File: src/rtl/filru_pkg.sv
`default_nettype none

package filru_pkg;

  // Kind bits that make an open not cacheable: directory and append-only.
  localparam logic [7:0] KIND_NOCACHE_MASK = 8'hC0;

  // Width of the slot field in a result.
  localparam int SLOT_OUT_W = 6;

  // Entries in the request queue between the front and the back.
  localparam int QUEUE_DEPTH = 2;

  typedef enum logic [1:0] {
    OUT_NOCACHE  = 2'd0,
    OUT_HIT_SAME = 2'd1,
    OUT_HIT_NEW  = 2'd2,
    OUT_MISS     = 2'd3
  } outcome_e;

  typedef enum logic [1:0] {
    BK_IDLE,
    BK_CMP,
    BK_UPD
  } back_state_e;

  // One classified request as it travels through the queue.
  typedef struct packed {
    logic [63:0] path;
    logic [7:0]  kind;
    logic [31:0] version;
    logic [31:0] devnum;
    logic [15:0] devtype;
    logic        nocache;
  } item_t;

  // Update command from the back engine to the entry cells.
  typedef struct packed {
    logic touch;      // move the selected entry to most recent
    logic write_tag;  // install the identity into the selected entry
    logic write_ver;  // store the request version into the selected entry
  } upd_t;

endpackage

`default_nettype wire

File: src/rtl/filru_back.sv
`default_nettype none

// Back engine: takes a request from the queue, runs a compare cycle and an
// update cycle against the entry cells, and registers the result.
module filru_back #(
  parameter int ENTRIES = 64
) (
  input  wire logic                              clk_i,
  input  wire logic                              rst_ni,
  input  wire logic                              head_valid_i,
  input  wire filru_pkg::item_t                  head_i,
  output logic                                   pop_o,
  output filru_pkg::item_t                       key_o,
  output filru_pkg::upd_t                        upd_o,
  output logic [ENTRIES-1:0]                     sel_o,
  input  wire logic [ENTRIES-1:0]                match_i,
  input  wire logic [ENTRIES-1:0]                ver_ne_i,
  input  wire logic [ENTRIES-1:0]                lru_i,
  output logic                                   done_o,
  output logic [1:0]                             outcome_o,
  output logic [filru_pkg::SLOT_OUT_W-1:0]       slot_index_o
);

  localparam int SlotW = $clog2(ENTRIES);

  function automatic logic [SlotW-1:0] encode(input logic [ENTRIES-1:0] vec);
    logic [SlotW-1:0] idx;
    idx = '0;
    for (int i = 0; i < ENTRIES; i++) begin
      if (vec[i]) begin
        idx = idx | SlotW'(i);
      end
    end
    return idx;
  endfunction

  filru_pkg::back_state_e state_q, state_d;
  filru_pkg::item_t       work_q;
  logic [ENTRIES-1:0]     match_q, lru_q;
  logic                   ver_ne_q;
  logic                   cmp_en, upd_en, hit;
  logic [SlotW-1:0]       slot;
  logic [SlotW+filru_pkg::SLOT_OUT_W-1:0] slot_ext;
  filru_pkg::outcome_e    outcome;
  logic                   done_q;
  filru_pkg::outcome_e    outcome_q;
  logic [filru_pkg::SLOT_OUT_W-1:0] slot_q;

  // Next state.
  always_comb begin
    state_d = state_q;
    case (state_q)
      filru_pkg::BK_IDLE: begin
        if (head_valid_i) begin
          state_d = filru_pkg::BK_CMP;
        end
      end
      filru_pkg::BK_CMP: begin
        state_d = filru_pkg::BK_UPD;
      end
      filru_pkg::BK_UPD: begin
        state_d = head_valid_i ? filru_pkg::BK_CMP : filru_pkg::BK_IDLE;
      end
      default: begin
        state_d = filru_pkg::BK_IDLE;
      end
    endcase
  end

  // State outputs.
  always_comb begin
    pop_o  = 1'b0;
    cmp_en = 1'b0;
    upd_en = 1'b0;
    case (state_q)
      filru_pkg::BK_IDLE: begin
        pop_o = head_valid_i;
      end
      filru_pkg::BK_CMP: begin
        cmp_en = 1'b1;
      end
      filru_pkg::BK_UPD: begin
        upd_en = 1'b1;
        pop_o  = head_valid_i;
      end
      default: begin
        pop_o = 1'b0;
      end
    endcase
  end

  assign key_o    = work_q;
  assign hit      = |match_q;
  assign sel_o    = hit ? match_q : lru_q;
  assign slot     = encode(sel_o);
  assign slot_ext = {{filru_pkg::SLOT_OUT_W{1'b0}}, slot};

  always_comb begin
    upd_o.touch     = upd_en && !work_q.nocache;
    upd_o.write_tag = upd_en && !work_q.nocache && !hit;
    upd_o.write_ver = upd_en && !work_q.nocache && (!hit || ver_ne_q);
    if (work_q.nocache) begin
      outcome = filru_pkg::OUT_NOCACHE;
    end else if (!hit) begin
      outcome = filru_pkg::OUT_MISS;
    end else if (ver_ne_q) begin
      outcome = filru_pkg::OUT_HIT_NEW;
    end else begin
      outcome = filru_pkg::OUT_HIT_SAME;
    end
  end

  always_ff @(posedge clk_i or negedge rst_ni) begin
    if (!rst_ni) begin
      state_q <= filru_pkg::BK_IDLE;
      done_q  <= 1'b0;
    end else begin
      state_q <= state_d;
      done_q  <= upd_en;
    end
  end

  always_ff @(posedge clk_i) begin
    if (pop_o) begin
      work_q <= head_i;
    end
    if (cmp_en) begin
      match_q  <= match_i;
      lru_q    <= lru_i;
      ver_ne_q <= |(match_i & ver_ne_i);
    end
    if (upd_en) begin
      outcome_q <= outcome;
      slot_q    <= work_q.nocache ? '0 : slot_ext[filru_pkg::SLOT_OUT_W-1:0];
    end
  end

  assign done_o       = done_q;
  assign outcome_o    = outcome_q;
  assign slot_index_o = slot_q;

endmodule

`default_nettype wire

File: config.mk
export PLATFORM = sky130hd
export DESIGN_NAME = filru_back
export DESIGN_NICKNAME = d
export VERILOG_FILES = /design/src/rtl/filru_pkg.sv /design/src/rtl/filru_back.sv
export SDC_FILE = /design/constraint.sdc
export NUM_CORES = 1
export LEC_CHECK = 0
export BUFFER_PORTS_ARGS = -buffer_cell sky130_fd_sc_hd__buf_2
export CORE_AREA = 3 3 222 224
export DETAILED_ROUTE_END_ITERATION = 10
export DIE_AREA = 0 0 225 227
export SETUP_SLACK_MARGIN = 0.3
export SYNTH_ARGS = -nofsm -noshare
export SYNTH_HDL_FRONTEND = slang
export SYNTH_SLANG_ARGS = --single-unit
export TNS_END_PERCENT = 5
File: constraint.sdc
create_clock -name clk_i -period 13.13 [get_ports clk_i]
set_input_delay 2.626 -clock clk_i [delete_from_list [all_inputs] [get_ports clk_i]]
set_output_delay 2.626 -clock clk_i [all_outputs]
set_load 0.03 [all_outputs]
==> flow_summary_export.csv, run 1 <==
group,metric,value,unit
worst_setup_path,rrSetupSlack,9890,ps
placement,finalWeightedCongestion,0.925,
hold_path,min-delay-start,"state_q[1]",
worst_setup_path,path_max_fanout,66,
sta,worst_slack,6680,ps
detailed_routing,route.detailed.drc,0,
detailed_routing,dr_total_vias,8090,
logic_synthesis,synth-edff-count,290,
sta,fin_skew,13.5,ps
clock_tree,post_cts_resized,0,
sta,setup_viol,0,
cells_and_area,area.growth.synth_to_final,45.3,%
clock_tree,cts_tree,"done",
detailed_routing,drt_iter0_drc,574,
sta,max_freq,155,MHz
logic_synthesis,synth_cell_types,30,
floorplan,io_pins,578,
clock_tree,tritoncts.num_buffers,35,
cells_and_area,multiInputGateArea,0.00161,mm²
logic_synthesis,synth_area,0.0105,mm²
cells_and_area,nets,1493,
clock_tree,cts_hold_buf,0,
placement,detailed_place_hpwl,41.7,mm
global_routing,grt_max_degree,154,
detailed_routing,vias_per_cell,4.52,
worst_setup_path,cp-end-kind,"output port",
power_and_ir_drop,vdd_drop_max,119,µV
placement,io_buffers,577,
logic_synthesis,synthFlopType,"edfxtp_1",
detailed_routing,ant_nets,0,
clock_tree,clock-sinks,293,
sta,whs,516,ps
cells_and_area,final_area,0.0152,mm²
cells_and_area,drive_gt1_frac,0.540,
global_routing,grt.overflow.total,0,
logic_synthesis,seq_area_frac_synth,0.839,
sta,setup_tns,0,ps
global_routing,grt.total_usage,0.189,
floorplan,start_util,0.220,
cells_and_area,utilization,0.320,
clock_tree,clockBufferDepth,3,
global_routing,antenna_found_initial,14,
outcome,status,"finished clean",
worst_setup_path,start_kind,"flip-flop",
detailed_routing,wirelength,50.3,mm
worst_setup_path,arrival,3820,ps
power_and_ir_drop,p_total,2.33,mW
sta,finalMaxSlewViolations,0,
hold_path,min_path_cells,1,
global_routing,grt_first_pass_wirelength,66.2,mm
power_and_ir_drop,power_leakage,6.33,nW
worst_setup_path,cp.required,10500,ps
worst_setup_path,worstSetupPathType,"flip-flop to output port",
sta,worst_pin_slew,1320,ps
sta,period_minus_slack,6450,ps
hold_path,hp-class,"flip-flop to flip-flop",
clock_tree,clk_latency,540,ps
floorplan,die_height,227,µm
sta,relSlewSlack,0.116,
detailed_routing,drtPass1Iterations,5,
floorplan,dieArea,0.0511,mm²
logic_synthesis,synth_nets,883,
cells_and_area,nFillCells,4675,
clock_tree,cts-root-buf,"clkbuf_16",
clock_tree,h-tree-depth,2,
clock_tree,post_cts_buffers,0,
floorplan,row_count,80,
floorplan,core-area,0.0475,mm²
detailed_routing,wl_per_cell,28.1,µm
logic_synthesis,async_flop_share,0.0102,
cells_and_area,register_area,0.00878,mm²
logic_synthesis,ys_ff_latch,293,
sta,rsz0062_at_grt,"false",
power_and_ir_drop,power-per-cell-area,153,mW/mm²
sta,fin_crit_sh,0.491,
floorplan,die_x,225,µm
logic_synthesis,yosys_warnings,0,
job,drv_cap,0,
logic_synthesis,syn_area_per_cell,19.6,µm²
logic_synthesis,synth_cells,535,
clock_tree,path_clk_slew,60,ps
sta,final_hold_viol_count,0,
global_routing,grt_pass1_vias,8350,
placement,numPlacedInstances,1723,
worst_setup_path,r2r.worst_path.cells,3,
worst_setup_path,reg2reg_from,"state_q[0]",
placement,post_dp_cell_area,0.0141,mm²
cells_and_area,stdcell_count,1790,
worst_setup_path,worstSetupStartpoint,"match_q[44]",
placement,place_ws,7340,ps
-- kinds of logic after synthesis --
| kind of cell | share of synthesized area |
|---|---|
| buffers and inverters | 0.00884 |
| DFF | 0.839 |
| AOI/OAI and AO/OA | 0.0801 |
| and+or+nand+nor | 0.0725 |
-- final cells by class --
cell class / instances / share of cell area
flip-flops and latches: 293 / 0.577
repair buffers: 581 / 0.193
clock inverters: 16 / 0.0112
inverters: 1 / 0.000247
multi-input cells: 233 / 0.106
well taps: 615 / 0.0506
clock buffers: 46 / 0.0616
diodes: 5 / 0.000822
-- registers in the layout, summed over array words and instances (netlist names) --
| register | cells |
|---|---|
| done_o | 1 |
| state_q | 2 |
| outcome_o | 2 |
| ver_ne_q | 1 |
| lru_q | 64 |
| match_q | 64 |
| slot_index_o | 6 |
| key_o | 153 |
-- placed cells by master, fill, tap and decap left out, types with 12 or more instances in the layout --
master	synthesis	routed
nor4_1	34	34
a21o_1	64	64
nor2_1	12	12
edfxtp_1	290	290
buf_2	2	577
a22o_1	16	16
clkbuf_16	0	36
a221oi_1	16	16
nand4_1	14	14
or4_1	22	22
-- final timing paths --
kind / end
min in group asynchronous: done_o
worst max-delay path: sel_o[9]
max in group asynchronous: state_q[1]
worst max register to register: match_q[61]
worst min register to register: state_q[1]
worst min-delay path: state_q[1]
-- Yosys cell counts, drive strengths merged, types with 2 or more instances --
cell | count | area share
and2 | 3 | 0.0020
dfrtp | 3 | 0.0072
nor3 | 9 | 0.0043
o21ai | 2 | 0.00096
edfxtp | 290 | 0.83
o21a | 2 | 0.0014
nand2 | 10 | 0.0036
nor2 | 12 | 0.0043
nand3 | 5 | 0.0024
a22o | 16 | 0.013
or3 | 5 | 0.0030
and3 | 3 | 0.0018
a21oi | 4 | 0.0019
a221oi | 16 | 0.013
nand4 | 14 | 0.0084
nor2b | 5 | 0.0030
and4 | 2 | 0.0017
buf | 7 | 0.0081
a21o | 64 | 0.046
or4 | 22 | 0.016
nor4 | 35 | 0.022
-- routing by layer --
layer | up-vias | share of wire | GRT usage
li1 | 3496 | - | -
met1 | 3957 | 0.35 | 0.205
met2 | 524 | 0.53 | 0.350
met3 | 97 | 0.080 | 0.0534
met4 | 16 | 0.034 | 0.0709
met5 | - | 0.0023 | 0
-- power by group --
group          total [mW]  switching, mW  leakage [nW]  internal, mW
Sequential           1.14         0.0408          2.78          1.09
Combinational       0.238          0.161          3.01        0.0766
Clock               0.954          0.389         0.537         0.565
Total                2.33          0.591          6.33          1.74
-- worst max-delay path, stage by stage, from the launching register on --
cell and delay, ps:
edfxtp_1 540, nor4_1 750, nand3_1 270, nor4_4 510, and2_4 730, a21o_1 240, buf_2 200
Note: power is estimated with default switching activity, not from simulation.
==> run 2: changes to the inputs <==
- clock period: 13.13 -> 5.3 ns (I/O delays scaled with it)
==> flow_summary_export.csv, run 2 (same netlist as run 1, synthesis figures left out) <==
group,metric,value,unit
outcome,status,"finished clean",
cells_and_area,drive_gt1_frac,0.550,
clock_tree,cts-root-buf,"clkbuf_16",
clock_tree,path_clk_slew,60,ps
worst_setup_path,start_kind,"flip-flop",
clock_tree,cts_hold_buf,0,
clock_tree,clk_latency,530,ps
cells_and_area,area.growth.synth_to_final,46.7,%
sta,fin_skew,14.1,ps
global_routing,grt_max_degree,154,
detailed_routing,dr_total_vias,8144,
worst_setup_path,path_max_fanout,66,
global_routing,grt.overflow.total,0,
floorplan,die_height,227,µm
worst_setup_path,crit_family,"simple AND/OR/NAND/NOR gates",
power_and_ir_drop,power-per-cell-area,385,mW/mm²
power_and_ir_drop,vdd_drop_max,253,µV
worst_setup_path,worstSetupPathType,"flip-flop to output port",
cells_and_area,final_area,0.0154,mm²
cells_and_area,mostFrequentLayoutCell,"buf_2",
clock_tree,h-tree-depth,2,
placement,post_dp_cell_area,0.0141,mm²
floorplan,dieArea,0.0511,mm²
global_routing,grt.total_usage,0.189,
worst_setup_path,arrival,3610,ps
global_routing,grt_first_pass_wirelength,66.6,mm
power_and_ir_drop,p_sw,1.49,mW
detailed_routing,drtPass1Iterations,7,
worst_setup_path,crit_chain,"nor4_1, nand4_1, nor4_4, and2_4, a21o_1, buf_2",
detailed_routing,vias_per_cell,4.53,
floorplan,die_x,225,µm
sta,rsz0062_at_grt,"false",
detailed_routing,wl_per_cell,28.0,µm
worst_setup_path,cpPeakStageDelay,720,ps
worst_setup_path,cp_slowest_cell,"and2_4",
power_and_ir_drop,switching_share,0.252,
worst_setup_path,critPathBufInv,1,
sta,setup_viol,0,
clock_tree,post_cts_buffers,0,
power_and_ir_drop,p_int,4.42,mW
sta,relSlewSlack,0.249,
clock_tree,tritoncts.num_buffers,36,
power_and_ir_drop,power_leakage,6.40,nW
power_and_ir_drop,combPwrFrac,0.100,
global_routing,grt_pass1_vias,8397,
worst_setup_path,cp-end-kind,"output port",
worst_setup_path,cp.required,4240,ps
power_and_ir_drop,p_total,5.92,mW
detailed_routing,wirelength,50.2,mm
detailed_routing,route.detailed.drc,0,
sta,worst_pin_slew,1130,ps
placement,finalWeightedCongestion,0.890,
global_routing,antenna_found_initial,19,
sta,max_freq,214,MHz
floorplan,io_pins,578,
detailed_routing,drt_iter0_drc,591,
hold_path,hp-class,"primary input to async pin",
cells_and_area,nets,1498,
cells_and_area,final_cell_mix,"buf_2 (577), edfxtp_1 (290), a21o_1 (64), clkbuf_16 (38), nor4_1 (32)",
sta,final_hold_viol_count,0,
job,drv_cap,0,
cells_and_area,largest_reg_flops,153,
sta,period_minus_slack,4670,ps
power_and_ir_drop,pwr-share-seq,0.475,
power_and_ir_drop,p_clk_frac,0.424,
sta,fin_crit_sh,0.882,
placement,io_buffers,577,
sta,setup_tns,0,ps
sta,finalMaxSlewViolations,0,
cells_and_area,utilization,0.323,
clock_tree,clockBufferDepth,3,
detailed_routing,ant_nets,0,
floorplan,start_util,0.220,
placement,detailed_place_hpwl,41.7,mm
floorplan,core-area,0.0475,mm²
clock_tree,clock-sinks,293,
cells_and_area,nFillCells,4677,
clock_tree,cts_tree,"done",
floorplan,row_count,80,
## run 2: cell count changes in the layout (fill, tap and decap cells not counted)
cell        previous run  this run
clkinv_1               5         1
buf_4                  3         7
diode_2                5         4
nor4_2                 0         2
clkbuf_1              10         8
clkinv_2               4         7
bufinv_16              3         4
clkinvlp_4             1         2
inv_8                  0         1
inv_6                  2         1
clkinv_4               0         2
nor4_1                34        32
clkbuf_16             36        38
## run 2: stage by stage
stage          instances  setup WS (ps)  hold slack (ps)
2_1_floorplan        535            788              436
3_3_place_gp        1727           1050              488
3_5_place_dp        1727            991              501
4_1_cts             1792            396              284
5_1_grt             1792            444              294
6_report            1796            626              325
## run 2: final timing paths
| kind | start | to | slack, ps | cells past startpoint |
|---|---|---|---|---|
| max | match_q[13] | sel_o[27] | 630 | 6 |
| min | rst_ni | done_o | 320 | 1 |
| max reg2reg | match_q[13] | outcome_o[1] | 2360 | 5 |
| min reg2reg | state_q[1] | state_q[1] | 510 | 1 |
| max in group asynchronous | rst_ni | state_q[0] | 4870 | 1 |
| min in group clk_i | state_q[1] | state_q[1] | 510 | 1 |
## run 2: cell type report
class	count	area, µm²	share of cell area
clock inverter	19	228	0.0148
timing repair buffer	585	2960	0.193
clock buffer	46	981	0.0639
antenna	4	10.0	0.000652
sequential	293	8780	0.572
tap	615	769	0.0501
inverter	1	3.75	0.000244
multi-input combinational	233	1630	0.106
## run 2: repair_timing
action                                 4_1_cts  5_1_grt
gates resized for setup                      0        2
setup endpoints to repair                    0       65
endpoints found under the hold margin        0        0
## run 2: power groups by stage
stage,sequential [mW],clock (mW),combinational [mW]
floorplan,2.95,0,0.149
global placement,2.86,0,0.597
detailed placement,2.86,0,0.603
CTS,2.81,2.59,0.605
global route,2.82,2.68,0.628
finish,2.81,2.51,0.593
## run 2: metal layers
metal	track usage	share of wire	wire (µm)
met2	0.362	0.54	27300
met1	0.207	0.35	17800
met4	0.0478	0.025	1270
met5	0	0.0028	142
met3	0.0502	0.073	3690
==> run 3: changes to the inputs <==
- MAX_ROUTING_LAYER: default -> met4
==> flow_summary_export.csv, run 3 (same netlist as run 1, synthesis figures left out) <==
group,metric,value,unit
floorplan,start_util,0.220,
power_and_ir_drop,power-per-cell-area,384,mW/mm²
sta,finalMaxSlewViolations,0,
worst_setup_path,path_max_fanout,66,
power_and_ir_drop,switching_share,0.251,
detailed_routing,dr_total_vias,8135,
floorplan,core-area,0.0475,mm²
worst_setup_path,worstSetupStartpoint,"match_q[40]",
floorplan,die_x,225,µm
sta,final_hold_viol_count,0,
clock_tree,cts_hold_buf,0,
floorplan,io_pins,578,
global_routing,grt.total_usage,0.195,
sta,rsz0062_at_grt,"true",
detailed_routing,drt_iter0_drc,534,
clock_tree,clockBufferDepth,3,
worst_setup_path,cp-end-kind,"output port",
clock_tree,h-tree-depth,2,
sta,setup_viol,0,
worst_setup_path,worstSetupPathType,"flip-flop to output port",
outcome,status,"finished clean",
sta,fin_skew,13.7,ps
cells_and_area,drive_gt1_frac,0.544,
sta,worst_pin_slew,1130,ps
clock_tree,cts_tree,"done",
worst_setup_path,start_kind,"flip-flop",
worst_setup_path,arrival,3750,ps
detailed_routing,wl_per_cell,27.8,µm
placement,place_ws,900,ps
sta,period_minus_slack,4810,ps
hold_path,hp-class,"primary input to async pin",
sta,worst_slack,490,ps
job,drv_cap,0,
worst_setup_path,cp.required,4240,ps
global_routing,antenna_found_initial,22,
clock_tree,path_clk_slew,60,ps
worst_setup_path,crit_chain,"nor4_1, nand3_1, nor4_4, and2_4, a21o_1, buf_2",
detailed_routing,wirelength,50.2,mm
placement,detailed_place_hpwl,41.4,mm
clock_tree,clock-sinks,293,
floorplan,die_height,227,µm
cells_and_area,nets,1497,
cells_and_area,final_cell_mix,"buf_2 (577), edfxtp_1 (290), a21o_1 (64), clkbuf_16 (38), nor4_1 (33)",
global_routing,grt_first_pass_wirelength,66.1,mm
clock_tree,post_cts_buffers,0,
global_routing,grt.overflow.total,0,
power_and_ir_drop,p_sw,1.48,mW
detailed_routing,ant_nets,0,
detailed_routing,vias_per_cell,4.50,
worst_setup_path,critPathBufInv,1,
clock_tree,tritoncts.num_buffers,36,
cells_and_area,largest_reg_flops,153,
global_routing,grt_max_degree,154,
worst_setup_path,crit_family,"simple AND/OR/NAND/NOR gates",
sta,fin_crit_sh,0.908,
power_and_ir_drop,combPwrFrac,0.100,
detailed_routing,drtPass1Iterations,5,
power_and_ir_drop,pwr-share-seq,0.477,
sta,relSlewSlack,0.248,
power_and_ir_drop,power_leakage,6.39,nW
power_and_ir_drop,p_int,4.42,mW
clock_tree,cts-root-buf,"clkbuf_16",
floorplan,dieArea,0.0511,mm²
clock_tree,clk_latency,550,ps
power_and_ir_drop,vdd_drop_max,257,µV
placement,io_buffers,577,
worst_setup_path,reg2reg_from,"match_q[40]",
power_and_ir_drop,p_total,5.90,mW
power_and_ir_drop,p_clk_frac,0.423,
global_routing,grt_pass1_vias,8346,
sta,setup_tns,0,ps
placement,finalWeightedCongestion,0.892,
worst_setup_path,cpPeakStageDelay,770,ps
floorplan,row_count,80,
sta,max_freq,208,MHz
detailed_routing,route.detailed.drc,0,
worst_setup_path,cp_slowest_cell,"nor4_1",
cells_and_area,area.growth.synth_to_final,46.8,%
cells_and_area,mostFrequentLayoutCell,"buf_2",
-- run 3: cell count changes in the layout (fill, tap and decap cells not counted), moves of 2 or more --
| cell | before | now |
|---|---|---|
| clkinv_4 | 2 | 0 |
| diode_2 | 4 | 17 |
| clkinv_2 | 7 | 3 |
| clkinv_1 | 1 | 4 |
| buf_4 | 7 | 5 |
-- run 3: power groups by stage --
stage,Clock (mW),Combinational (mW),Sequential [mW]
floorplan,0,0.149,2.95
global placement,0,0.597,2.86
detailed placement,0,0.603,2.86
CTS,2.57,0.605,2.81
global route,2.65,0.628,2.82
finish,2.49,0.592,2.81
-- run 3: final cells by class --
type | count | area [µm²]
antenna | 17 | 42.5
clock buffer | 47 | 985
clock inverter | 16 | 203
fill | 4694 | 32200
inverter | 1 | 3.75
multi-input combinational | 233 | 1620
sequential | 293 | 8780
tap | 615 | 769
timing repair buffer | 584 | 2970
-- run 3: metal layers --
metal | GRT usage | wire, µm
met1 | 0.207 | 17600
met2 | 0.361 | 27400
met3 | 0.0473 | 3930
met4 | 0.0574 | 1320
met5 | - | 0
-- run 3: path summary, 6_finish.rpt --
kind | end | slack (ps) | cells past startpoint
worst min-delay path | state_q[1] | 310 | 1
min in group clk_i | state_q[1] | 500 | 1
worst min register to register | state_q[1] | 500 | 1
max in group asynchronous | done_o | 4890 | 1
worst max-delay path | sel_o[41] | 490 | 6
worst max register to register | outcome_o[1] | 2220 | 5
-- run 3: what timing repair did --
action | CTS | global route
setup endpoints to repair | 20 | 65
gates resized for setup | 1 | 0
pin swaps | 0 | 0
-- run 3: worst reg2reg max path: stages, from the launching register on --
cell and delay, ps:
edfxtp_1 460, nor4_1 770, nand3_1 280, nor4_4 490, and2_4 730, o21a_1 210
-- run 3: through the flow --
stage	instance area, µm²	cells	hold slack [ps]	util
final	15400	1806	308	0.323
after global routing	15400	1805	289	0.323
after CTS	15300	1789	269	0.322
after detailed placement	14100	1726	498	0.297
after global placement	14100	1726	490	0.297
after floorplan	10500	535	436	-
