### config.mk
export PLATFORM = sky130hd
export DESIGN_NAME = filru_front
export DESIGN_NICKNAME = d
export VERILOG_FILES = /design/src/rtl/filru_pkg.sv /design/src/rtl/filru_front.sv
export SDC_FILE = /design/constraint.sdc
export NUM_CORES = 1
export LEC_CHECK = 0
export BUFFER_PORTS_ARGS = -buffer_cell sky130_fd_sc_hd__buf_2
export CELL_PAD_IN_SITES_DETAIL_PLACEMENT = 0
export CELL_PAD_IN_SITES_GLOBAL_PLACEMENT = 1
export CORE_MARGIN = 1
export CORE_UTILIZATION = 40
export DETAILED_ROUTE_END_ITERATION = 10
export HOLD_SLACK_MARGIN = 0.08
export PLACE_DENSITY_LB_ADDON = 0.1
export SYNTH_ARGS = -nofsm -noshare
export SYNTH_HDL_FRONTEND = slang
export SYNTH_SLANG_ARGS = --single-unit
export TNS_END_PERCENT = 30
### constraint.sdc
create_clock -name clk_i -period 21.5 [get_ports clk_i]
set_clock_uncertainty 0.2 [all_clocks]
set_input_delay 2.15 -clock clk_i [delete_from_list [all_inputs] [get_ports clk_i]]
set_output_delay 2.15 -clock clk_i [all_outputs]
set_load 0.02 [all_outputs]
### src/rtl/filru_pkg.sv
`default_nettype none

package filru_pkg;

  // Kind bits that make an open not cacheable: directory and append-only.
  localparam logic [7:0] KIND_NOCACHE_MASK = 8'hC0;

  // Width of the slot field in a result.
  localparam int SLOT_OUT_W = 6;

  // Entries in the request queue between the front and the back.
  localparam int QUEUE_DEPTH = 2;

  typedef enum logic [1:0] {
    OUT_NOCACHE  = 2'd0,
    OUT_HIT_SAME = 2'd1,
    OUT_HIT_NEW  = 2'd2,
    OUT_MISS     = 2'd3
  } outcome_e;

  typedef enum logic [1:0] {
    BK_IDLE,
    BK_CMP,
    BK_UPD
  } back_state_e;

  // One classified request as it travels through the queue.
  typedef struct packed {
    logic [63:0] path;
    logic [7:0]  kind;
    logic [31:0] version;
    logic [31:0] devnum;
    logic [15:0] devtype;
    logic        nocache;
  } item_t;

  // Update command from the back engine to the entry cells.
  typedef struct packed {
    logic touch;      // move the selected entry to most recent
    logic write_tag;  // install the identity into the selected entry
    logic write_ver;  // store the request version into the selected entry
  } upd_t;

endpackage

`default_nettype wire

### src/rtl/filru_front.sv
`default_nettype none

// Accepts requests, classifies them and holds them in a short queue.
module filru_front (
  input  wire logic                clk_i,
  input  wire logic                rst_ni,
  input  wire logic                push_i,
  input  wire logic [63:0]         file_path_i,
  input  wire logic [7:0]          file_kind_i,
  input  wire logic [31:0]         file_version_i,
  input  wire logic [31:0]         device_number_i,
  input  wire logic [15:0]         device_type_i,
  output logic                     full_o,
  output logic                     head_valid_o,
  output filru_pkg::item_t         head_o,
  input  wire logic                pop_i
);

  localparam int PtrW = $clog2(filru_pkg::QUEUE_DEPTH);
  localparam int CntW = $clog2(filru_pkg::QUEUE_DEPTH + 1);

  filru_pkg::item_t          slots_q [filru_pkg::QUEUE_DEPTH];
  filru_pkg::item_t          new_item;
  logic [PtrW-1:0]           wr_ptr_q, wr_ptr_d;
  logic [PtrW-1:0]           rd_ptr_q, rd_ptr_d;
  logic [CntW-1:0]           count_q, count_d;
  logic                      do_push, do_pop;

  always_comb begin
    new_item.path    = file_path_i;
    new_item.kind    = file_kind_i;
    new_item.version = file_version_i;
    new_item.devnum  = device_number_i;
    new_item.devtype = device_type_i;
    new_item.nocache = |(file_kind_i & filru_pkg::KIND_NOCACHE_MASK);
  end

  assign full_o       = (count_q == CntW'(filru_pkg::QUEUE_DEPTH));
  assign head_valid_o = (count_q != '0);
  assign head_o       = slots_q[rd_ptr_q];
  assign do_push      = push_i && !full_o;
  assign do_pop       = pop_i && head_valid_o;

  always_comb begin
    wr_ptr_d = wr_ptr_q;
    rd_ptr_d = rd_ptr_q;
    count_d  = count_q;
    if (do_push) begin
      wr_ptr_d = (wr_ptr_q == PtrW'(filru_pkg::QUEUE_DEPTH - 1)) ? '0 : wr_ptr_q + 1'b1;
    end
    if (do_pop) begin
      rd_ptr_d = (rd_ptr_q == PtrW'(filru_pkg::QUEUE_DEPTH - 1)) ? '0 : rd_ptr_q + 1'b1;
    end
    if (do_push && !do_pop) begin
      count_d = count_q + 1'b1;
    end else if (do_pop && !do_push) begin
      count_d = count_q - 1'b1;
    end
  end

  always_ff @(posedge clk_i or negedge rst_ni) begin
    if (!rst_ni) begin
      wr_ptr_q <= '0;
      rd_ptr_q <= '0;
      count_q  <= '0;
    end else begin
      wr_ptr_q <= wr_ptr_d;
      rd_ptr_q <= rd_ptr_d;
      count_q  <= count_d;
    end
  end

  always_ff @(posedge clk_i) begin
    if (do_push) begin
      slots_q[wr_ptr_q] <= new_item;
    end
  end

endmodule

`default_nettype wire

==> report_table.html, run 1 <==
<table>
<tr><th>Metric</th><th>Value</th></tr>
<tr><th colspan="2">Placement</th></tr>
<tr><td>Routability Congestion</td><td>0.749</td></tr>
<tr><td>Number of buffers inserted by port buffering</td><td>between 300 and 400</td></tr>
<tr><td>Post-detail-place hpwl</td><td>14600 um</td></tr>
<tr><td>Placement Setup Slack</td><td>roughly 17 ns</td></tr>
<tr><td>Cell area after placement</td><td>13400 um2</td></tr>
<tr><th colspan="2">Setup path</th></tr>
<tr><td>Worst endpoint data arrival time</td><td>2.89 ns</td></tr>
<tr><td>Register-to-Register Setup Slack</td><td>19.09 ns</td></tr>
<tr><td>CP max FO</td><td>56</td></tr>
<tr><td>Max incr delay on CP</td><td>0.89 ns</td></tr>
<tr><td>Sort of element at the end of the critical path</td><td>output pin</td></tr>
<tr><td>Critical path class</td><td>reg2out</td></tr>
<tr><td>Kind of cell adding the most delay to the critical path</td><td>buffers and inverters</td></tr>
<tr><td>Crit-path cells</td><td>buf_4, mux2_2, buf_2</td></tr>
<tr><td>Combined buffer and inverter count along the critical path</td><td>2</td></tr>
<tr><td>Critical-path top delay cell</td><td>buf_4</td></tr>
<tr><td>Required time at the worst-slack endpoint</td><td>19.15 ns</td></tr>
<tr><td>Launching element type of the critical path</td><td>flop</td></tr>
<tr><th colspan="2">Logic synthesis</th></tr>
<tr><td>Post-synthesis cell type count</td><td>15</td></tr>
<tr><td>Simple-gate portion of the synthesized area</td><td>less than 1%</td></tr>
<tr><td>Fraction of the mapped netlist area in compound gates</td><td>0%</td></tr>
<tr><td>Post-Synth Adder-Cell Area</td><td>0.109%</td></tr>
<tr><td>Post-synth ARST share</td><td>roughly 1.3%</td></tr>
<tr><td>Synthesized instance count</td><td>between 400 and 500</td></tr>
<tr><td>Top flip-flop cell by instance count after synthesis</td><td>edfxtp_1</td></tr>
<tr><td>Mean Syn Cell Area</td><td>23.1 um2</td></tr>
<tr><td>Leading post-synthesis cells by instance count</td><td>edfxtp_1, mux2_2, mux2_4</td></tr>
<tr><td>Number of enable-type register cells in the synthesized netlist</td><td>306</td></tr>
<tr><td>Area fraction of the dominant cell type after synthesis</td><td>80.1%</td></tr>
<tr><td>Yosys warning count</td><td>0</td></tr>
<tr><td>Biggest area consumer among synthesized cells</td><td>edfxtp_1</td></tr>
<tr><td>Post-synthesis register bit count</td><td>310</td></tr>
<tr><td>Dominant combinational cell family by area after synthesis</td><td>multiplexers</td></tr>
<tr><td>Top post-synthesis cells by area</td><td>edfxtp_1, mux2_2, mux2_4</td></tr>
<tr><td>Sequential share of the synthesized area</td><td>about four fifths</td></tr>
<tr><td>Nets in the synthesized netlist</td><td>653</td></tr>
<tr><td>Mapped cell area</td><td>between 10000 and 15000 um2</td></tr>
<tr><td>Portion of netlist area occupied by mux cells</td><td>17.0%</td></tr>
<tr><td>XOR/XNOR Fraction of Synth Area</td><td>0.382%</td></tr>
<tr><td>Top-count cell post-synth</td><td>edfxtp_1</td></tr>
<tr><th colspan="2">STA</th></tr>
<tr><td>Worst-Margin Slew</td><td>between 1 and 1.5 ns</td></tr>
<tr><td>Final setup vio count</td><td>0</td></tr>
<tr><td>Headroom to the max-slew limit</td><td>27.7%</td></tr>
<tr><td>Final count of hold timing violations</td><td>0</td></tr>
<tr><td>RSZ-0062 raised after global routing</td><td>no</td></tr>
<tr><td>Post-layout minimum cycle time</td><td>5.24 ns</td></tr>
<tr><td>Final Max Slew Viols</td><td>0</td></tr>
<tr><td>Share of the cycle needed by the critical path after routing</td><td>24.4%</td></tr>
<tr><td>Sum Neg Setup Slack</td><td>0 ns</td></tr>
<tr><td>Final worst slack</td><td>16.26 ns</td></tr>
<tr><td>Fmax achieved</td><td>0.191 GHz</td></tr>
<tr><th colspan="2">Clock network</th></tr>
<tr><td>Clock tree from TritonCTS</td><td>yes</td></tr>
<tr><td>Post-CTS Hold Fix Bufs</td><td>0</td></tr>
<tr><td>Number of clock buffers inserted by TritonCTS</td><td>34</td></tr>
<tr><td>Register clock-pin slew on the reported worst setup and hold paths</td><td>0.06 ns</td></tr>
<tr><td>Clk Tree Root Cell</td><td>clkbuf_16</td></tr>
<tr><td>Depth of the CTS H-tree</td><td>2</td></tr>
<tr><td>Clock sink total</td><td>310</td></tr>
<tr><td>Skew-Pair Late Insertion Delay</td><td>0.49 ns</td></tr>
<tr><td>PostCTS Resize Cnt</td><td>0</td></tr>
<tr><td>Clock buffer depth</td><td>3</td></tr>
<tr><td>Setup Buffers After CTS</td><td>0</td></tr>
<tr><th colspan="2">Die</th></tr>
<tr><td>Initial cell density of the core</td><td>between 40% and 50%</td></tr>
<tr><td>Die W</td><td>roughly 170 um</td></tr>
<tr><td>Floorplan die area</td><td>29400 um2</td></tr>
<tr><td>Std-Cell Core Area</td><td>28000 um2</td></tr>
<tr><td>Number of primary I/O pins</td><td>between 300 and 400</td></tr>
<tr><td>DIE HEIGHT</td><td>171 um</td></tr>
<tr><td>Standard-cell row count</td><td>61</td></tr>
<tr><th colspan="2">Power</th></tr>
<tr><td>Switching power total</td><td>0.667 mW</td></tr>
<tr><td>Pwr/cell area</td><td>147 nW/um2</td></tr>
<tr><td>Share of total power consumed by net switching</td><td>31.1%</td></tr>
<tr><td>Sequential fraction of design power</td><td>40.8%</td></tr>
<tr><td>P_leak</td><td>roughly 5.6 nW</td></tr>
<tr><td>Power Internal</td><td>1.48 mW</td></tr>
<tr><td>Proportion of power drawn by the clock network</td><td>between 20 and 30%</td></tr>
<tr><td>Peak supply drop</td><td>0.0000840 V</td></tr>
<tr><td>Part of the power in combinational logic</td><td>31.7%</td></tr>
<tr><th colspan="2">Route</th></tr>
<tr><td>Count of nets left with antenna violations after detail routing</td><td>0</td></tr>
<tr><td>Total detailed-routing wirelength</td><td>~22000 um</td></tr>
<tr><td>Remaining DRCs</td><td>0</td></tr>
<tr><td>Routed vias</td><td>5739</td></tr>
<tr><td>Number of design-rule violations left by the first detailed-router iteration</td><td>221</td></tr>
<tr><td>DRT Pass-1 Iters</td><td>4</td></tr>
<tr><td>Detailed-route vias per instance</td><td>4.63</td></tr>
<tr><td>WL per Instance</td><td>17.9 um</td></tr>
<tr><th colspan="2">Job</th></tr>
<tr><td>Max-capacitance violation count</td><td>0</td></tr>
<tr><th colspan="2">Cells and area</th></tr>
<tr><td>Finished layout cell area</td><td>14600 um2</td></tr>
<tr><td>Multi-input combinational cell area</td><td>2060 um2</td></tr>
<tr><td>Nets</td><td>988</td></tr>
<tr><td>Register cell area after layout</td><td>9290 um2</td></tr>
<tr><td>Number of fillers in the final layout</td><td>2337</td></tr>
<tr><td>Synth-to-layout area growth</td><td>27.3%</td></tr>
<tr><td>Share of final-layout standard cells stronger than drive strength 1</td><td>61.4%</td></tr>
<tr><th colspan="2">Global routing</th></tr>
<tr><td>Largest net degree at the start of global routing</td><td>80</td></tr>
<tr><td>Total track usage</td><td>14.7%</td></tr>
<tr><td>Via count of the first global-routing pass</td><td>5978</td></tr>
<tr><td>First-pass GRT wire length</td><td>32400 um</td></tr>
<tr><td>Initial antenna violation count</td><td>10</td></tr>
<tr><td>Final global-route overflow total</td><td>0</td></tr>
<tr><th colspan="2">Status</th></tr>
<tr><td>Result of the run</td><td>complete, no violations</td></tr>
<tr><th colspan="2">Hold path</th></tr>
<tr><td>Class of the worst hold path</td><td>reg2reg</td></tr>
</table>
==> metal layers <==
| metal | wire (um) | global-route usage (%) | part of all wire, % |
|---|---|---|---|
| met4 | 441 | 4.74 | 2.0 |
| met5 | 79 | 0 | 0.36 |
| met2 | 10800 | 24.5 | 49 |
| met1 | 8380 | 16.6 | 38 |
| met3 | 2480 | 6.97 | 11 |
==> flip-flops by register name, summed over array words and instances, names as in the netlist <==
register,cells
slots_q,306
count_q,2
rd_ptr_q,1
wr_ptr_q,1
==> stage by stage <==
step	total power [mW]	utilization (%)	hold WS, ns	std cells
4_1_cts	2.18	52.1	0.313	1235
6_report	2.15	52.1	0.303	1239
3_3_place_gp	1.57	47.9	0.273	1173
5_1_grt	2.25	52.1	0.323	1237
3_5_place_dp	1.58	47.9	0.305	1173
2_1_floorplan	1.40	-	0.256	496
==> path summary, 6_finish.rpt <==
check / start / endpoint / cells after the start
setup / recovery: rd_ptr_q$_DFFE_PN0P_ / head_o[136] / 3
hold / removal: count_q[1]$_DFFE_PN0P_ / count_q[1]$_DFFE_PN0P_ / 1
setup reg to reg: count_q[0]$_DFFE_PN0P_ / slots_q[1][92]$_DFFE_PP_ / 3
hold reg to reg: count_q[1]$_DFFE_PN0P_ / count_q[1]$_DFFE_PN0P_ / 1
max in group asynchronous: rst_ni / rd_ptr_q$_DFFE_PN0P_ / 1
min in group asynchronous: rst_ni / rd_ptr_q$_DFFE_PN0P_ / 1
==> power groups by stage <==
stage,logic [mW],clock network (mW),registers [mW]
global placement,0.687,0,0.883
global route,0.727,0.632,0.890
CTS,0.695,0.610,0.879
floorplan,0.509,0,0.889
detailed placement,0.692,0,0.891
finish,0.680,0.591,0.876
==> worst register-to-register path, delay by kind of cell, from the launching register on <==
family	cells	cell delay, ns
simple gates	2	0.58
buf+inv	1	0.77
flops	1	0.42
==> cells in the final DEF, fill, tap and decap left out, drive strengths merged, types with 3 or more instances in the layout <==
| cell | Yosys | layout |
|---|---|---|
| buf | 17 | 316 |
| bufinv | 0 | 5 |
| clkbuf | 0 | 44 |
| clkinv | 0 | 11 |
| dfrtp | 4 | 4 |
| diode | 0 | 4 |
| edfxtp | 306 | 306 |
| mux2 | 153 | 153 |
| xnor2 | 3 | 3 |
==> kinds of logic after synthesis <==
| kind of cell | Yosys count |
|---|---|
| buf+inv | 19 |
| xor+xnor | 5 |
| mux | 153 |
| flops | 310 |
| simple gates | 8 |
| fa+ha+maj | 1 |
==> final cells by class <==
cell class | count | area share [%]
sequential | 310 | 63.6
antenna | 4 | 0.0685
multi-input combinational | 167 | 14.1
inverter | 2 | 0.0514
tap | 378 | 3.24
clock buffer | 44 | 6.52
timing repair buffer | 316 | 10.9
clock inverter | 18 | 1.48
Note: power is estimated with default switching activity, not from simulation.
==> run 2, diff against run 1 <==
Clock period 21.5 ns to 4.6 ns, I/O delays scaled along.
==> run 2 against run 1 <==
Routed wire length grew 7.0%. Cell count grew 12%. Total power grew to 4.7 times the previous value.
==> report_table.html, run 2 (synthesis gave the netlist of run 1 again) <==
<table>
<tr><th>Metric</th><th>Value</th></tr>
<tr><th colspan="2">Status</th></tr>
<tr><td>Result of the run</td><td>complete, no violations</td></tr>
<tr><th colspan="2">Die</th></tr>
<tr><td>Initial cell density of the core</td><td>41.0% (unchanged)</td></tr>
<tr><td>Standard-cell row count</td><td>61 (unchanged)</td></tr>
<tr><td>Number of primary I/O pins</td><td>311 (unchanged)</td></tr>
<tr><td>DIE HEIGHT</td><td>171 um (unchanged)</td></tr>
<tr><td>Die W</td><td>171 um (unchanged)</td></tr>
<tr><td>Floorplan die area</td><td>29400 um2 (unchanged)</td></tr>
<tr><td>Std-Cell Core Area</td><td>28000 um2 (unchanged)</td></tr>
<tr><th colspan="2">Cells and area</th></tr>
<tr><td>Number of fillers in the final layout</td><td>2197 (-6.0%)</td></tr>
<tr><td>Multi-input combinational cell area</td><td>2060 um2 (unchanged)</td></tr>
<tr><td>Largest regs</td><td>slots_q: 306 flops, count_q: 2 flops</td></tr>
<tr><td>Most common cell after layout, fill and taps aside</td><td>buf_2</td></tr>
<tr><td>Register ranked first by flip-flop count</td><td>slots_q</td></tr>
<tr><td>Nets</td><td>1143 (+16%)</td></tr>
<tr><td>Synth-to-layout area growth</td><td>40.7%</td></tr>
<tr><td>Leading cell types in the layout, fill and taps excluded</td><td>buf_2, edfxtp_1, dlygate4sd3_1</td></tr>
<tr><td>Finished layout cell area</td><td>16200 um2 (+11%)</td></tr>
<tr><td>Share of final-layout standard cells stronger than drive strength 1</td><td>51.8% (-9.5 points)</td></tr>
<tr><td>Number of flip-flops in the largest register</td><td>306 (unchanged)</td></tr>
<tr><td>Register cell area after layout</td><td>9290 um2 (unchanged)</td></tr>
<tr><th colspan="2">Clock network</th></tr>
<tr><td>Setup Buffers After CTS</td><td>0 (unchanged)</td></tr>
<tr><td>Register clock-pin slew on the reported worst setup and hold paths</td><td>0.06 ns (about the same)</td></tr>
<tr><td>Clock sink total</td><td>310 (unchanged)</td></tr>
<tr><td>PostCTS Resize Cnt</td><td>0 (unchanged)</td></tr>
<tr><td>Clock buffer depth</td><td>3 (unchanged)</td></tr>
<tr><td>Clock tree from TritonCTS</td><td>yes</td></tr>
<tr><td>Skew-Pair Late Insertion Delay</td><td>0.50 ns (about the same)</td></tr>
<tr><td>Depth of the CTS H-tree</td><td>2 (unchanged)</td></tr>
<tr><td>Clk Tree Root Cell</td><td>clkbuf_16</td></tr>
<tr><td>Post-CTS Hold Fix Bufs</td><td>154 (+154)</td></tr>
<tr><td>Number of clock buffers inserted by TritonCTS</td><td>34 (unchanged)</td></tr>
<tr><th colspan="2">Placement</th></tr>
<tr><td>Number of buffers inserted by port buffering</td><td>310 (unchanged)</td></tr>
<tr><td>Cell area after placement</td><td>13500 um2 (+0.34%)</td></tr>
<tr><td>Routability Congestion</td><td>0.718 (-4.1%)</td></tr>
<tr><td>Post-detail-place hpwl</td><td>14500 um (-0.53%)</td></tr>
<tr><th colspan="2">STA</th></tr>
<tr><td>Worst-Margin Slew</td><td>0.974 ns (-0.111 ns)</td></tr>
<tr><td>Share of the cycle needed by the critical path after routing</td><td>around 70%</td></tr>
<tr><td>Sum Neg Setup Slack</td><td>0 ns (unchanged)</td></tr>
<tr><td>Final Max Slew Viols</td><td>0 (unchanged)</td></tr>
<tr><td>Headroom to the max-slew limit</td><td>35.1% (+7.4 points)</td></tr>
<tr><td>Final setup vio count</td><td>0 (unchanged)</td></tr>
<tr><td>Fmax achieved</td><td>around 0.32 GHz</td></tr>
<tr><td>Final count of hold timing violations</td><td>0 (unchanged)</td></tr>
<tr><td>Post-layout minimum cycle time</td><td>3.15 ns</td></tr>
<tr><td>RSZ-0062 raised after global routing</td><td>no</td></tr>
<tr><th colspan="2">Route</th></tr>
<tr><td>Count of nets left with antenna violations after detail routing</td><td>0 (unchanged)</td></tr>
<tr><td>Remaining DRCs</td><td>0 (unchanged)</td></tr>
<tr><td>Total detailed-routing wirelength</td><td>23700 um (+7.0%)</td></tr>
<tr><td>Routed vias</td><td>6282 (+9.5%)</td></tr>
<tr><td>Detailed-route vias per instance</td><td>4.52 (-2.5%)</td></tr>
<tr><td>WL per Instance</td><td>17.0 um (-4.7%)</td></tr>
<tr><td>DRT Pass-1 Iters</td><td>4 (unchanged)</td></tr>
<tr><td>Number of design-rule violations left by the first detailed-router iteration</td><td>333 (+51%)</td></tr>
<tr><th colspan="2">Global routing</th></tr>
<tr><td>Total track usage</td><td>15.5% (+0.75 points)</td></tr>
<tr><td>Final global-route overflow total</td><td>0 (unchanged)</td></tr>
<tr><td>Via count of the first global-routing pass</td><td>6663 (+11%)</td></tr>
<tr><td>First-pass GRT wire length</td><td>34200 um (+5.6%)</td></tr>
<tr><td>Largest net degree at the start of global routing</td><td>84 (+5.0%)</td></tr>
<tr><td>Initial antenna violation count</td><td>1 (-9)</td></tr>
<tr><th colspan="2">Setup path</th></tr>
<tr><td>Launching element type of the critical path</td><td>flop</td></tr>
<tr><td>Required time at the worst-slack endpoint</td><td>3.94 ns (-15.21 ns)</td></tr>
<tr><td>Critical path class</td><td>reg2out</td></tr>
<tr><td>Worst endpoint data arrival time</td><td>2.49 ns (-0.40 ns)</td></tr>
<tr><td>Sort of element at the end of the critical path</td><td>output pin</td></tr>
<tr><td>CP max FO</td><td>72 (+29%)</td></tr>
<tr><th colspan="2">Power</th></tr>
<tr><td>Pwr/cell area</td><td>626 nW/um2 (+330%)</td></tr>
<tr><td>Peak supply drop</td><td>0.000403 V (+380%)</td></tr>
<tr><td>P_leak</td><td>6.27 nW (+12%)</td></tr>
<tr><th colspan="2">Hold path</th></tr>
<tr><td>Class of the worst hold path</td><td>in2async</td></tr>
<tr><th colspan="2">Job</th></tr>
<tr><td>Max-capacitance violation count</td><td>0 (unchanged)</td></tr>
</table>
run 2: cell types whose count changed in the layout (fill, tap and decap cells not counted), sizes merged:
cell         before  now
diode             4    2
dlygate4sd3       0  154
clkinvlp          2    0
clkinv           11   12
clkbuf           44   46
buf             316  317
bufinv            5    3
run 2: critical path: stages (launching register included):
cell	delay (ns)
dfrtp_4	0.83
buf_12	0.44
mux2_2	0.39
buf_2	0.16
run 2: final timing paths:
check	start	endpoint	slack, ns	depth (start not counted)
max	rd_ptr_q$_DFFE_PN0P_	head_o[44]	1.45	3
min in group clk_i	push_i	wr_ptr_q$_DFFE_PN0P_	0.13	3
max in group asynchronous	rst_ni	rd_ptr_q$_DFFE_PN0P_	3.94	2
max reg2reg	count_q[0]$_DFFE_PN0P_	slots_q[1][145]$_DFFE_PP_	2.17	3
min	rst_ni	wr_ptr_q$_DFFE_PN0P_	0.12	2
min reg2reg	count_q[1]$_DFFE_PN0P_	count_q[1]$_DFFE_PN0P_	0.31	1
run 2: area by class of cell:
class | count | area share, %
tap | 378 | 2.93
timing repair buffer | 471 | 19.7
clock inverter | 15 | 0.883
multi-input combinational | 167 | 12.7
clock buffer | 46 | 6.13
antenna | 2 | 0.0310
sequential | 310 | 57.5
inverter | 2 | 0.0465
run 2: metrics by stage:
stage / hold slack [ns] / instances / power (mW) / setup WS, ns / util [%]
after global routing: 0.117 / 1390 / 10.6 / 1.37 / 57.6
after detailed placement: 0.0785 / 1174 / 7.42 / 1.98 / 48.1
after CTS: 0.0944 / 1389 / 10.3 / 1.43 / 57.6
after floorplan: -0.0356 / 496 / 6.47 / -0.219 / -
after global placement: 0.0712 / 1174 / 7.36 / 1.99 / 48.1
final: 0.119 / 1391 / 10.1 / 1.45 / 57.7
run 2: where the power goes:
group	internal [mW]	total, mW	switching, mW
Clock	1.67	2.70	1.03
Sequential	3.87	4.09	0.221
Combinational	1.40	3.33	1.93
Total	6.94	10.1	3.18
run 2: routing by layer:
layer | global-route usage, % | up-vias | routed length, um
li1 | - | 2958 | -
met1 | 18.2 | 3045 | 9690
met2 | 26.3 | 233 | 11600
met3 | 5.22 | 46 | 1880
met4 | 5.40 | 0 | 528
met5 | 0 | - | 0
==> run 3, diff against run 2 <==
Settings changed: ABC_AREA set to 1.
Clock period 4.6 ns to 3 ns, I/O delays scaled along.
==> run 3 against run 2 <==
Clock power up 37%. Flip-flop and latch count unchanged. Cell count up 23%. Hold slack better by 0.15 ns. Non-clock buffer count up 11. Worst setup slack worse by 1.0 ns.
==> report_table.html, run 3 <==
<table>
<tr><th>Metric</th><th>Value</th></tr>
<tr><th colspan="2">Placement</th></tr>
<tr><td>Routability Congestion</td><td>0.710 (-1.1%)</td></tr>
<tr><td>Number of buffers inserted by port buffering</td><td>310 (unchanged)</td></tr>
<tr><td>Cell area after placement</td><td>13500 um2 (-0.12%)</td></tr>
<tr><td>Post-detail-place hpwl</td><td>15300 um (+5.4%)</td></tr>
<tr><th colspan="2">Route</th></tr>
<tr><td>Count of nets left with antenna violations after detail routing</td><td>0 (unchanged)</td></tr>
<tr><td>Sum of routed wire segments on met1</td><td>10700 um (+11%)</td></tr>
<tr><td>Total detailed-routing wirelength</td><td>25300 um (+6.7%)</td></tr>
<tr><td>Met2 wire len</td><td>12000 um (+3.8%)</td></tr>
<tr><td>Uppermost layer routed</td><td>met4</td></tr>
<tr><td>Routed vias</td><td>7538 (+20%)</td></tr>
<tr><td>WL per Instance</td><td>14.8 um (-13%)</td></tr>
<tr><td>DRT Pass-1 Iters</td><td>4 (unchanged)</td></tr>
<tr><td>Number of design-rule violations left by the first detailed-router iteration</td><td>372 (+12%)</td></tr>
<tr><td>Remaining DRCs</td><td>0 (unchanged)</td></tr>
<tr><td>Detailed-route vias per instance</td><td>4.40 (-2.6%)</td></tr>
<tr><td>Met3 wire length</td><td>2010 um (+6.9%)</td></tr>
<tr><th colspan="2">Cells and area</th></tr>
<tr><td>Most common cell after layout, fill and taps aside</td><td>nand2_1</td></tr>
<tr><td>Number of flip-flops in the largest register</td><td>306 (unchanged)</td></tr>
<tr><td>Finished layout cell area</td><td>16000 um2 (-1.0%)</td></tr>
<tr><td>Nets</td><td>1470 (+29%)</td></tr>
<tr><td>Synth-to-layout area growth</td><td>41.3%</td></tr>
<tr><td>Largest regs</td><td>slots_q: 306 flops, count_q: 2 flops</td></tr>
<tr><td>Antenna diode count</td><td>0 (-2)</td></tr>
<tr><td>Share of final-layout standard cells stronger than drive strength 1</td><td>28.2% (-24 points)</td></tr>
<tr><td>Register ranked first by flip-flop count</td><td>slots_q</td></tr>
<tr><td>Leading cell types in the layout, fill and taps excluded</td><td>nand2_1, buf_2, edfxtp_1</td></tr>
<tr><th colspan="2">Setup path</th></tr>
<tr><td>Worst endpoint data arrival time</td><td>2.08 ns (-0.41 ns)</td></tr>
<tr><td>Launching element type of the critical path</td><td>flop</td></tr>
<tr><td>Sort of element at the end of the critical path</td><td>output pin</td></tr>
<tr><td>Required time at the worst-slack endpoint</td><td>2.50 ns (-1.44 ns)</td></tr>
<tr><td>Critical path class</td><td>reg2out</td></tr>
<tr><td>CP max FO</td><td>41 (-43%)</td></tr>
<tr><th colspan="2">Logic synthesis</th></tr>
<tr><td>Post-synth ARST share</td><td>1.29% (unchanged)</td></tr>
<tr><td>Mean Syn Cell Area</td><td>13.6 um2 (-41%)</td></tr>
<tr><td>Top post-synthesis cells by area</td><td>edfxtp_1, nand2_1, dfrtp_1</td></tr>
<tr><td>Mapped cell area</td><td>11300 um2 (-1.4%)</td></tr>
<tr><td>Portion of netlist area occupied by mux cells</td><td>0% (-17 points)</td></tr>
<tr><td>Dominant combinational cell family by area after synthesis</td><td>simple AND/OR/NAND/NOR gates</td></tr>
<tr><td>Simple-gate portion of the synthesized area</td><td>15.9% (+16 points)</td></tr>
<tr><td>Number of enable-type register cells in the synthesized netlist</td><td>306 (unchanged)</td></tr>
<tr><td>Post-synthesis register bit count</td><td>310 (unchanged)</td></tr>
<tr><td>Top flip-flop cell by instance count after synthesis</td><td>edfxtp_1</td></tr>
<tr><td>Post-Synth Adder-Cell Area</td><td>0.111% (+0.0016 points)</td></tr>
<tr><td>Leading post-synthesis cells by instance count</td><td>nand2_1, edfxtp_1, buf_2</td></tr>
<tr><td>Biggest area consumer among synthesized cells</td><td>edfxtp_1</td></tr>
<tr><td>Yosys warning count</td><td>0 (unchanged)</td></tr>
<tr><td>Post-synthesis cell type count</td><td>15 (unchanged)</td></tr>
<tr><td>Fraction of the mapped netlist area in compound gates</td><td>0.0442% (+0.044 points)</td></tr>
<tr><td>XOR/XNOR Fraction of Synth Area</td><td>0.0774% (-0.30 points)</td></tr>
<tr><td>Area fraction of the dominant cell type after synthesis</td><td>81.2% (+1.1 points)</td></tr>
<tr><td>Synthesized instance count</td><td>831 (+68%)</td></tr>
<tr><td>Sequential share of the synthesized area</td><td>82.1% (+1.2 points)</td></tr>
<tr><td>Top-count cell post-synth</td><td>nand2_1</td></tr>
<tr><td>Nets in the synthesized netlist</td><td>988 (+51%)</td></tr>
<tr><th colspan="2">Clock network</th></tr>
<tr><td>Depth of the CTS H-tree</td><td>1 (-1)</td></tr>
<tr><td>Register clock-pin slew on the reported worst setup and hold paths</td><td>0.06 ns (about the same)</td></tr>
<tr><td>Setup Buffers After CTS</td><td>0 (unchanged)</td></tr>
<tr><td>Clock tree from TritonCTS</td><td>yes</td></tr>
<tr><td>Clk Tree Root Cell</td><td>clkbuf_16</td></tr>
<tr><td>Clock buffer depth</td><td>3 (unchanged)</td></tr>
<tr><td>PostCTS Resize Cnt</td><td>0 (unchanged)</td></tr>
<tr><td>Number of clock buffers inserted by TritonCTS</td><td>31 (-8.8%)</td></tr>
<tr><td>Post-CTS Hold Fix Bufs</td><td>156 (+1.3%)</td></tr>
<tr><td>Clock sink total</td><td>310 (unchanged)</td></tr>
<tr><td>Skew-Pair Late Insertion Delay</td><td>0.55 ns (+0.05 ns)</td></tr>
<tr><th colspan="2">Die</th></tr>
<tr><td>DIE HEIGHT</td><td>170 um (-0.70%)</td></tr>
<tr><td>Initial cell density of the core</td><td>40.7% (-0.24 points)</td></tr>
<tr><td>Die W</td><td>170 um (-0.70%)</td></tr>
<tr><td>Standard-cell row count</td><td>61 (unchanged)</td></tr>
<tr><td>Floorplan die area</td><td>29000 um2 (-1.4%)</td></tr>
<tr><td>Std-Cell Core Area</td><td>27800 um2 (-0.82%)</td></tr>
<tr><td>Number of primary I/O pins</td><td>311 (unchanged)</td></tr>
<tr><th colspan="2">STA</th></tr>
<tr><td>Worst-Margin Slew</td><td>0.807 ns (-0.167 ns)</td></tr>
<tr><td>Final setup vio count</td><td>0 (unchanged)</td></tr>
<tr><td>Headroom to the max-slew limit</td><td>46.1% (+11 points)</td></tr>
<tr><td>Post-layout minimum cycle time</td><td>2.58 ns</td></tr>
<tr><td>Fmax achieved</td><td>around 0.39 GHz</td></tr>
<tr><td>Final Max Slew Viols</td><td>0 (unchanged)</td></tr>
<tr><td>RSZ-0062 raised after global routing</td><td>no</td></tr>
<tr><td>Share of the cycle needed by the critical path after routing</td><td>86.1%</td></tr>
<tr><td>Final count of hold timing violations</td><td>0 (unchanged)</td></tr>
<tr><th colspan="2">Global routing</th></tr>
<tr><td>Via count of the first global-routing pass</td><td>7291 (+9.4%)</td></tr>
<tr><td>Initial antenna violation count</td><td>0 (-1)</td></tr>
<tr><td>Total track usage</td><td>17.1% (+1.6 points)</td></tr>
<tr><td>Final global-route overflow total</td><td>0 (unchanged)</td></tr>
<tr><td>Largest net degree at the start of global routing</td><td>155 (+85%)</td></tr>
<tr><td>First-pass GRT wire length</td><td>38100 um (+11%)</td></tr>
<tr><th colspan="2">Power</th></tr>
<tr><td>Pwr/cell area</td><td>966 nW/um2 (+54%)</td></tr>
<tr><td>P_leak</td><td>6.82 nW (+8.7%)</td></tr>
<tr><td>Pwr Total</td><td>15.4 mW (+53%)</td></tr>
<tr><td>Peak supply drop</td><td>0.000705 V (+75%)</td></tr>
<tr><th colspan="2">Status</th></tr>
<tr><td>Result of the run</td><td>complete, no violations</td></tr>
<tr><th colspan="2">Hold path</th></tr>
<tr><td>Class of the worst hold path</td><td>in2reg</td></tr>
<tr><th colspan="2">Job</th></tr>
<tr><td>Max-capacitance violation count</td><td>0 (unchanged)</td></tr>
</table>
-- run 3: cells by family after synthesis --
group,count (synthesis)
buf+inv,41
compound gates,1
xor+xnor,1
flops,310
fa+ha+maj,1
simple gates,477
-- run 3: where the power goes --
group / internal [mW] / switching, mW
clock: 2.14 / 1.56
combinational: 1.69 / 3.95
sequential: 5.90 / 0.204
total: 9.73 / 5.71
-- run 3: final cells by class --
class                      count  area [um2]
timing repair buffer         482        3370
tap                          378         473
clock buffer                  37         798
multi-input combinational    480        1840
inverter                       8        36.3
clock inverter                19         173
fill                        2390       11800
sequential                   310        9290
-- run 3: critical path, stage by stage, from the launching register on --
cell and delay [ns]:
dfrtp_4 0.50, inv_4 0.41, buf_12 0.29, nand2_1 0.07, nand2_1 0.09, buf_2 0.17
-- run 3: routing by layer --
| metal | up-vias | GRT usage [%] |
|---|---|---|
| met5 | - | 0 |
| met4 | 0 | 4.78 |
| met3 | 34 | 4.91 |
| met2 | 243 | 28.7 |
| met1 | 3482 | 21.5 |
| li1 | 3779 | - |
-- run 3: final timing paths --
kind	startpoint	to	slack [ns]	cells past startpoint
worst max-delay path	rd_ptr_q$_DFFE_PN0P_	head_o[69]	0.42	5
worst min-delay path	file_path_i[43]	slots_q[0][132]$_DFFE_PP_	0.27	2
worst max register to register	count_q[0]$_DFFE_PN0P_	slots_q[0][117]$_DFFE_PP_	0.69	5
worst min register to register	count_q[1]$_DFFE_PN0P_	count_q[1]$_DFFE_PN0P_	0.28	2
max in group asynchronous	rst_ni	rd_ptr_q$_DFFE_PN0P_	1.92	3
min in group asynchronous	rst_ni	count_q[0]$_DFFE_PN0P_	0.47	3
-- run 3: metrics by stage --
step	cells	util [%]	setup WS [ns]	hold WS, ns	setup TNS (ns)
after global placement	1502	48.4	0.706	-0.0839	0
after global routing	1714	57.5	0.258	0.251	0
after floorplan	831	-	-0.604	-0.196	-179.07
after CTS	1714	57.5	0.342	0.242	0
final	1714	57.5	0.417	0.273	0
after detailed placement	1502	48.4	0.658	-0.0842	0
